## config.mk

```make
export PLATFORM = sky130hd
export DESIGN_NAME = sorted_priority_queue
export DESIGN_NICKNAME = d
export VERILOG_FILES = /design/src/design/spq_pkg.sv /design/src/design/spq_cell.sv /design/src/design/sorted_priority_queue.sv
export SDC_FILE = /design/constraint.sdc
export NUM_CORES = 2
export LEC_CHECK = 0
export BUFFER_PORTS_ARGS = -buffer_cell sky130_fd_sc_hd__clkbuf_2
export CELL_PAD_IN_SITES_DETAIL_PLACEMENT = 1
export CELL_PAD_IN_SITES_GLOBAL_PLACEMENT = 1
export CORE_MARGIN = 2
export CORE_UTILIZATION = 55
export CTS_BUF_LIST = sky130_fd_sc_hd__clkbuf_16
export DETAILED_ROUTE_END_ITERATION = 8
export PLACE_DENSITY = 0.95
export SYNTH_ARGS = -nofsm -noshare
export SYNTH_HDL_FRONTEND = slang
export SYNTH_SLANG_ARGS = --single-unit
```

## constraint.sdc

```tcl
create_clock -name clk -period 12.36 [get_ports clk]
set_input_delay 0.618 -clock clk [delete_from_list [all_inputs] [get_ports clk]]
set_output_delay 0.618 -clock clk [all_outputs]
set_load 0.005 [all_outputs]
```

## src/design/spq_pkg.sv

```systemverilog
package spq_pkg;

  localparam int DATA_W = 32;
  localparam int OCC_W  = 5;

  localparam logic [1:0] OP_ENQUEUE = 2'd0;
  localparam logic [1:0] OP_DEQUEUE = 2'd1;
  localparam logic [1:0] OP_PEEK    = 2'd2;

  localparam logic [1:0] ST_OK    = 2'd0;
  localparam logic [1:0] ST_EMPTY = 2'd1;
  localparam logic [1:0] ST_FULL  = 2'd2;

  typedef struct packed {
    logic                     valid;
    logic signed [DATA_W-1:0] value;
    logic signed [DATA_W-1:0] prio;
  } entry_t;

  typedef struct packed {
    logic enq;
    logic deq;
  } cell_cmd_t;

  localparam entry_t ENTRY_EMPTY = '{valid: 1'b0, value: '0, prio: '0};

endpackage

```

## src/design/spq_cell.sv

```systemverilog
module spq_cell (
  input  logic               clk,
  input  logic               rst_n,
  input  spq_pkg::cell_cmd_t cmd,
  input  spq_pkg::entry_t    new_ent,
  input  spq_pkg::entry_t    prev_ent,
  input  logic               prev_take,
  input  spq_pkg::entry_t    next_ent,
  output spq_pkg::entry_t    ent,
  output logic               take
);
  import spq_pkg::*;

  entry_t ent_r;
  entry_t ent_nxt;

  // new entry lands behind every held entry of greater or equal priority
  assign take = !ent_r.valid || ($signed(ent_r.prio) < $signed(new_ent.prio));
  assign ent  = ent_r;

  always_comb begin
    ent_nxt = ent_r;
    if (cmd.enq && take) begin
      ent_nxt = prev_take ? prev_ent : new_ent;
    end else if (cmd.deq) begin
      ent_nxt = next_ent;
    end
  end

  always_ff @(posedge clk) begin
    if (!rst_n) begin
      ent_r.valid <= 1'b0;
    end else begin
      ent_r.valid <= ent_nxt.valid;
    end
    ent_r.value <= ent_nxt.value;
    ent_r.prio  <= ent_nxt.prio;
  end

endmodule

```

## src/design/sorted_priority_queue.sv

```systemverilog
// Sorted priority queue: a row of CAPACITY cells kept in descending priority
// order, cell 0 at the head; equal priorities leave first in, first out.
// Each input beat is one operation (enqueue, dequeue, peek) and yields one
// result beat, registered the cycle after acceptance. One operation is taken
// every cycle while results are taken; the cycle is set by the priority
// compare that every cell makes against the incoming entry in parallel and
// the one-step shift to the neighbor cell. Reset empties the queue at once.
module sorted_priority_queue #(
  parameter int CAPACITY = 16
) (
  input  logic               clk,
  input  logic               rst_n,
  input  logic               in_valid,
  output logic               in_stall,
  input  logic [1:0]         in_operation,
  input  logic signed [31:0] in_item_value,
  input  logic signed [31:0] in_item_priority,
  output logic               out_valid,
  input  logic               out_stall,
  output logic [1:0]         out_status,
  output logic signed [31:0] out_head_value,
  output logic signed [31:0] out_head_priority,
  output logic [4:0]         out_occupancy
);
  import spq_pkg::*;

  localparam int CNT_W = $clog2(CAPACITY + 1);

  entry_t            ent  [CAPACITY];
  logic [CAPACITY-1:0] take;
  logic [CAPACITY-1:0] ent_valid;
  entry_t            new_ent;
  cell_cmd_t         cmd;

  logic [CNT_W-1:0]  cnt_r, cnt_nxt;
  logic              out_valid_r;
  logic [1:0]        status_r, status_nxt;
  logic signed [31:0] hv_r, hv_nxt, hp_r, hp_nxt;
  logic [OCC_W-1:0]  occ_r;

  logic accept, full, empty;

  assign in_stall = out_valid_r && out_stall;
  assign accept   = in_valid && !in_stall;
  assign full     = (cnt_r == CNT_W'(CAPACITY));
  assign empty    = (cnt_r == '0);

  assign new_ent = '{valid: 1'b1, value: in_item_value, prio: in_item_priority};

  assign cmd.enq = accept && (in_operation == OP_ENQUEUE) && !full;
  assign cmd.deq = accept && (in_operation == OP_DEQUEUE) && !empty;

  genvar i;
  generate
    for (i = 0; i < CAPACITY; i++) begin : g_cell
      entry_t prev_ent, next_ent;
      logic   prev_take;
      if (i == 0) begin : g_head
        assign prev_ent  = new_ent;
        assign prev_take = 1'b0;
      end else begin : g_body
        assign prev_ent  = ent[i-1];
        assign prev_take = take[i-1];
      end
      if (i == CAPACITY - 1) begin : g_tail
        assign next_ent = ENTRY_EMPTY;
      end else begin : g_mid
        assign next_ent = ent[i+1];
      end
      spq_cell u_cell (
        .clk       (clk),
        .rst_n     (rst_n),
        .cmd       (cmd),
        .new_ent   (new_ent),
        .prev_ent  (prev_ent),
        .prev_take (prev_take),
        .next_ent  (next_ent),
        .ent       (ent[i]),
        .take      (take[i])
      );
      assign ent_valid[i] = ent[i].valid;
    end
  endgenerate

  always_comb begin
    cnt_nxt    = cnt_r;
    status_nxt = ST_OK;
    hv_nxt     = '0;
    hp_nxt     = '0;
    case (in_operation)
      OP_ENQUEUE: begin
        if (full) begin
          status_nxt = ST_FULL;
        end else begin
          cnt_nxt = cnt_r + 1'b1;
        end
      end
      OP_DEQUEUE, OP_PEEK: begin
        if (empty) begin
          status_nxt = ST_EMPTY;
        end else begin
          hv_nxt = ent[0].value;
          hp_nxt = ent[0].prio;
          if (in_operation == OP_DEQUEUE) begin
            cnt_nxt = cnt_r - 1'b1;
          end
        end
      end
      default: begin
      end
    endcase
  end

  always_ff @(posedge clk) begin
    if (!rst_n) begin
      cnt_r       <= '0;
      out_valid_r <= 1'b0;
    end else begin
      if (accept) begin
        cnt_r       <= cnt_nxt;
        out_valid_r <= 1'b1;
      end else if (!out_stall) begin
        out_valid_r <= 1'b0;
      end
    end
    if (accept) begin
      status_r <= status_nxt;
      hv_r     <= hv_nxt;
      hp_r     <= hp_nxt;
      occ_r    <= OCC_W'(cnt_nxt);
    end
  end

  assign out_valid         = out_valid_r;
  assign out_status        = status_r;
  assign out_head_value    = hv_r;
  assign out_head_priority = hp_r;
  assign out_occupancy     = occ_r;

`ifndef SYNTH
  a_cnt_bound: assert property (@(posedge clk) disable iff (!rst_n)
    cnt_r <= CNT_W'(CAPACITY))
    else $error("entry count above capacity");

  a_cnt_cells: assert property (@(posedge clk) disable iff (!rst_n)
    $countones(ent_valid) == int'(cnt_r))
    else $error("cell valid bits disagree with entry count");

  a_deq_dec: assert property (@(posedge clk) disable iff (!rst_n)
    cmd.deq |=> cnt_r == $past(cnt_r) - 1'b1)
    else $error("dequeue did not remove one entry");

  a_full_drop: assert property (@(posedge clk) disable iff (!rst_n)
    accept && (in_operation == OP_ENQUEUE) && full |=> out_status == ST_FULL && $stable(cnt_r))
    else $error("enqueue into full queue changed the store");

  a_empty_zero: assert property (@(posedge clk) disable iff (!rst_n)
    out_valid_r && (status_r == ST_EMPTY) |-> hv_r == '0 && hp_r == '0)
    else $error("empty result carries nonzero head");
`endif

endmodule
```

==> results.md <==
- The number of buffers and inverters on the critical path is 5.
- The residual antenna-violating net count after detailed routing is 0.
- For this run, the detailed router's first-pass iteration total came to 8.
- Clock tree synthesis found a total of 1117 sinks.
- The tightest slew margin relative to the limit is 6.940%.
- The average instance in the mapped netlist occupies 9.486 um^2.
- In the final routed layout, each cell accounts on average for 32.49 um.
- Global routing finished with a remaining overflow of 0.
- The simple-gate portion of the synthesized area is 15.55%.
- Setup repair after global routing left no endpoint under its margin.
- Traced cell by cell, the critical path runs through clkbuf_2 > inv_1 > ha_1 > nand4_1 > nor4_1 > buf_4 > nor4b_1 > a221oi_4 > o211ai_4 > buf_4 > nand2_4 > buf_4.
- The number of levels the H-tree was split into is 4.
- In this run, post-CTS hold repair placed 0 buffers.
- After floorplanning, the core was sized to cover 137500 um^2.
- The layout filler cell count is 15051.
- The post-CTS clock slew at the launch and capture registers of the worst setup and hold paths is roughly 0.060 ns.
- The detailed router finished its first iteration with 9984 violations.
- For this block, the routed nets add up to 310100 um of wire.
- The HPWL after detailed placement is 185200 um.
- TritonCTS built the clock tree.
- The number of gates resized after CTS was 0.
- For this run, the leading register cell type out of synthesis is sky130_fd_sc_hd__edfxtp_1.
- In the final layout, the share of cells above drive strength 1 is 7.970%.
- From synthesis to final layout, the design area changed by 7.084%.
- The arrival time of the worst setup path is just under 7 ns.
- The net count of the finished layout is approximately 8200.
- The count of flip-flops with a built-in enable after synthesis is 1095.
- The maximum number of pins on one net before global-route repair is 195.
- In this run the vertical extent of the chip is 376.2 um.
- The max-slew violation total from the final report was 0.
- The max-capacitance violation count is 0.
- Summed over all cells, the static leakage comes to roughly 30 nW.
- By area, the combinational part of the netlist is dominated by compound AO/OA/AOI/OAI gates.
- The initial standard-cell utilization of the core is 55.43%.
- At the pin with the least slew margin, the transition time is 1.377 ns.
- The share of flip-flops with an asynchronous set or reset is 0%.
- Counting stages on the worst path, the most repeated cell is sky130_fd_sc_hd__buf_4.
- The die extent in x is 376.2 um.
- The die covers 141600 um^2.
- The worst-case clock skew is 0.03204 ns.
- On the critical path, the stage with the largest delay is an instance of sky130_fd_sc_hd__nor4b_1.
- The synthesized design contains 1117 register bits.
- The number of hold violations in the final report is 0.
- After floorplanning, the core was divided into 136 placement rows.
- The initial antenna violation count is 16.
- Grouping stages by cell kind, the critical path spends the most delay in simple AND/OR/NAND/NOR gates.
- Summing all placed instances gives a cell area of between 70000 and 80000 um^2.
- Setup violations remaining at the end of the flow were counted as 0.
- The number of remaining DRC errors is 0.
- In this run the worst hold path is classified as input pin to flop.
- The count of warnings emitted by yosys is 0.
- The portion of the post-synthesis area used by sequential elements is a little over two fifths.
- After synthesis the cells add up to 76210 um^2.
- After detailed routing, the number of vias per cell comes to around 7.6.
- The endpoint kind of the worst setup timing path is a flop.
- The total nets after synthesis is 8605.
- The startpoint-to-endpoint class of the critical path is input pin to flop.
- The latest clock arrival within the worst-skew pair is 0.83 ns.
- The multiplexer area fraction after synthesis is 7.007%.
- The post-CTS setup buffer count is 0.
- The fmax is approximately 160 MHz.
- The cell area after layout is 81610 um^2.
- The number of global-route vias before repair was 76576.
- The share of the synthesized area in compound gates (AO/OA/AOI/OAI) is 20.22%.
- The power after layout is 10.55 mW.
- The first-pass GRT wire length is ~470000 um.
- Buffers placed on the I/O ports in this run total roughly 140.
- CTS placed an instance of sky130_fd_sc_hd__clkbuf_16 at the clock tree root.
- The power density of the placed cells is 129.2 nW/um^2.
- The total routing usage reported by global routing is around 43%.
- The congestion estimate from routability-driven global placement came to 0.9803.
- The adder-cell share of the synthesized area is just over 8%.
- Counting distinct cell types in the post-synthesis netlist gives 73.
- IR analysis of the VDD net gives a maximum drop of around 0.00014 V.
- The share of the synthesized netlist area taken by xor and xnor gates is 0.1182%.
- The worst setup path is launched from an input pin.
- The number of buffers added by the clock tree synthesis step is 134.
- The time the final worst path needs with I/O delays and setup is approximately 6.4 ns.
- The clock passes through at most 3 buffers.
- The worst-path maximum fanout is 62.
- The total negative setup slack is 0 ns.
- The share of the clock period used by the worst path is approximately 50%.
- The flow ran to the end, and the final reports show no timing, DRC or antenna violations.
- The largest single stage delay on the critical path is between 1 and 1.5 ns.
- At the worst endpoint, the required time is 12.81 ns.
- Synthesis handed over a netlist of 8034 instances.
- The total number of vias is 72842.
- For this design the top-level I/O count stands at 143.
[final cells by class]
type	instances	area, um^2	area share, %
timing repair buffer	283	1832	2.245
sequential	1117	33340	40.85
inverter	122	460.4	0.5642
antenna	8	20.02	0.02453
tap	1794	2245	2.751
clock inverter	106	792.0	0.9705
clock buffer	136	3403	4.170
multi-input combinational	5978	39520	48.42
[cell usage in the layout (no fill, tap or decap), types with 130 or more instances in the layout]
cell / netlist / layout
sky130_fd_sc_hd__nand2_1: 825 / 810
sky130_fd_sc_hd__nand4b_1: 130 / 130
sky130_fd_sc_hd__buf_4: 17 / 136
sky130_fd_sc_hd__ha_1: 501 / 497
sky130_fd_sc_hd__inv_1: 122 / 145
sky130_fd_sc_hd__edfxtp_1: 1095 / 1095
sky130_fd_sc_hd__a211oi_1: 164 / 164
sky130_fd_sc_hd__clkbuf_16: 0 / 136
sky130_fd_sc_hd__o21ai_1: 209 / 207
sky130_fd_sc_hd__and3_1: 138 / 137
sky130_fd_sc_hd__nand3_1: 485 / 482
sky130_fd_sc_hd__a21oi_1: 589 / 589
sky130_fd_sc_hd__mux2i_1: 457 / 454
sky130_fd_sc_hd__clkbuf_2: 7 / 142
sky130_fd_sc_hd__a2bb2oi_1: 130 / 130
sky130_fd_sc_hd__nor3_1: 147 / 147
sky130_fd_sc_hd__o21ai_0: 796 / 794
sky130_fd_sc_hd__a31oi_1: 208 / 208
sky130_fd_sc_hd__nor2_1: 283 / 278
sky130_fd_sc_hd__nand2b_1: 204 / 204
[stage by stage]
step	hold WS (ns)	worst slack, ns	utilization, %	instances
2_1_floorplan	0.4743	3.953	-	8034
3_3_place_gp	0.4887	5.956	56.29	9294
3_5_place_dp	0.5244	5.687	56.29	9294
4_1_cts	0.07695	6.483	59.34	9536
5_1_grt	0.09276	6.151	59.35	9544
6_report	0.1143	5.998	59.35	9544
[sequential cells by signal, indices dropped and copies added, names as in the netlist]
name,cells
g_cell.u_cell.ent,1040
out_status,2
out_occupancy,5
out_valid,1
out_head_value,32
out_head_priority,32
cnt_r,5
[where the power goes]
part / internal [mW] / switching, mW
clock: 2.16 / 1.80
combinational: 0.579 / 1.42
sequential: 4.42 / 0.172
total: 7.16 / 3.39
[worst reg2reg max path: stages (launching register included)]
cell	delay (ns)
sky130_fd_sc_hd__edfxtp_1	0.49
sky130_fd_sc_hd__ha_1	0.37
sky130_fd_sc_hd__nand4_1	0.33
sky130_fd_sc_hd__nor4_1	0.53
sky130_fd_sc_hd__buf_4	0.25
sky130_fd_sc_hd__nor4b_1	1.10
sky130_fd_sc_hd__a221oi_4	0.24
sky130_fd_sc_hd__o211ai_4	0.27
sky130_fd_sc_hd__buf_4	0.67
sky130_fd_sc_hd__nand2_4	0.64
sky130_fd_sc_hd__buf_4	0.60
[synthesized netlist by cell type (147+ instances only)]
master                     number  area share [%]
sky130_fd_sc_hd__nand2_1      825             4.1
sky130_fd_sc_hd__nor3_1       147            0.97
sky130_fd_sc_hd__nor2_1       283             1.4
sky130_fd_sc_hd__o21ai_0      796             5.2
sky130_fd_sc_hd__nand2b_1     204             1.7
sky130_fd_sc_hd__a211oi_1     164             1.6
sky130_fd_sc_hd__a31oi_1      208             1.7
sky130_fd_sc_hd__edfxtp_1    1095              43
sky130_fd_sc_hd__o21ai_1      209             1.4
sky130_fd_sc_hd__ha_1         501             8.2
sky130_fd_sc_hd__nand3_1      485             3.2
sky130_fd_sc_hd__clkbuf_1     612             3.0
sky130_fd_sc_hd__mux2i_1      457             6.0
sky130_fd_sc_hd__a21oi_1      589             3.9
[path summary, 6_finish.rpt]
check / start / end / slack, ns / cells after the start
min: in_valid / out_valid / 0.11 / 2
max: in_item_priority[30] / g_cell[5].u_cell.ent[47] / 6.00 / 12
min reg2reg: cnt_r[4] / cnt_r[4] / 0.54 / 2
max reg2reg: g_cell[5].u_cell.ent[30] / g_cell[5].u_cell.ent[47] / 6.43 / 10
[logic make-up after synthesis]
kind of cell,after synthesis
xor gates and xnor gates,6
muxes,525
AOI/OAI and AO/OA,2557
and+or+nand+nor,2389
buffers and inverters,939
adders and majority gates,501
DFF,1117
[metal layers]
metal  global-route usage, %  share of wire (%)
met5                       0              0.025
met1                   51.11                 35
met3                   11.36                 13
met2                   67.75                 45
met4                   28.76                7.1
No activity file was read; power rests on OpenSTA's default activity.
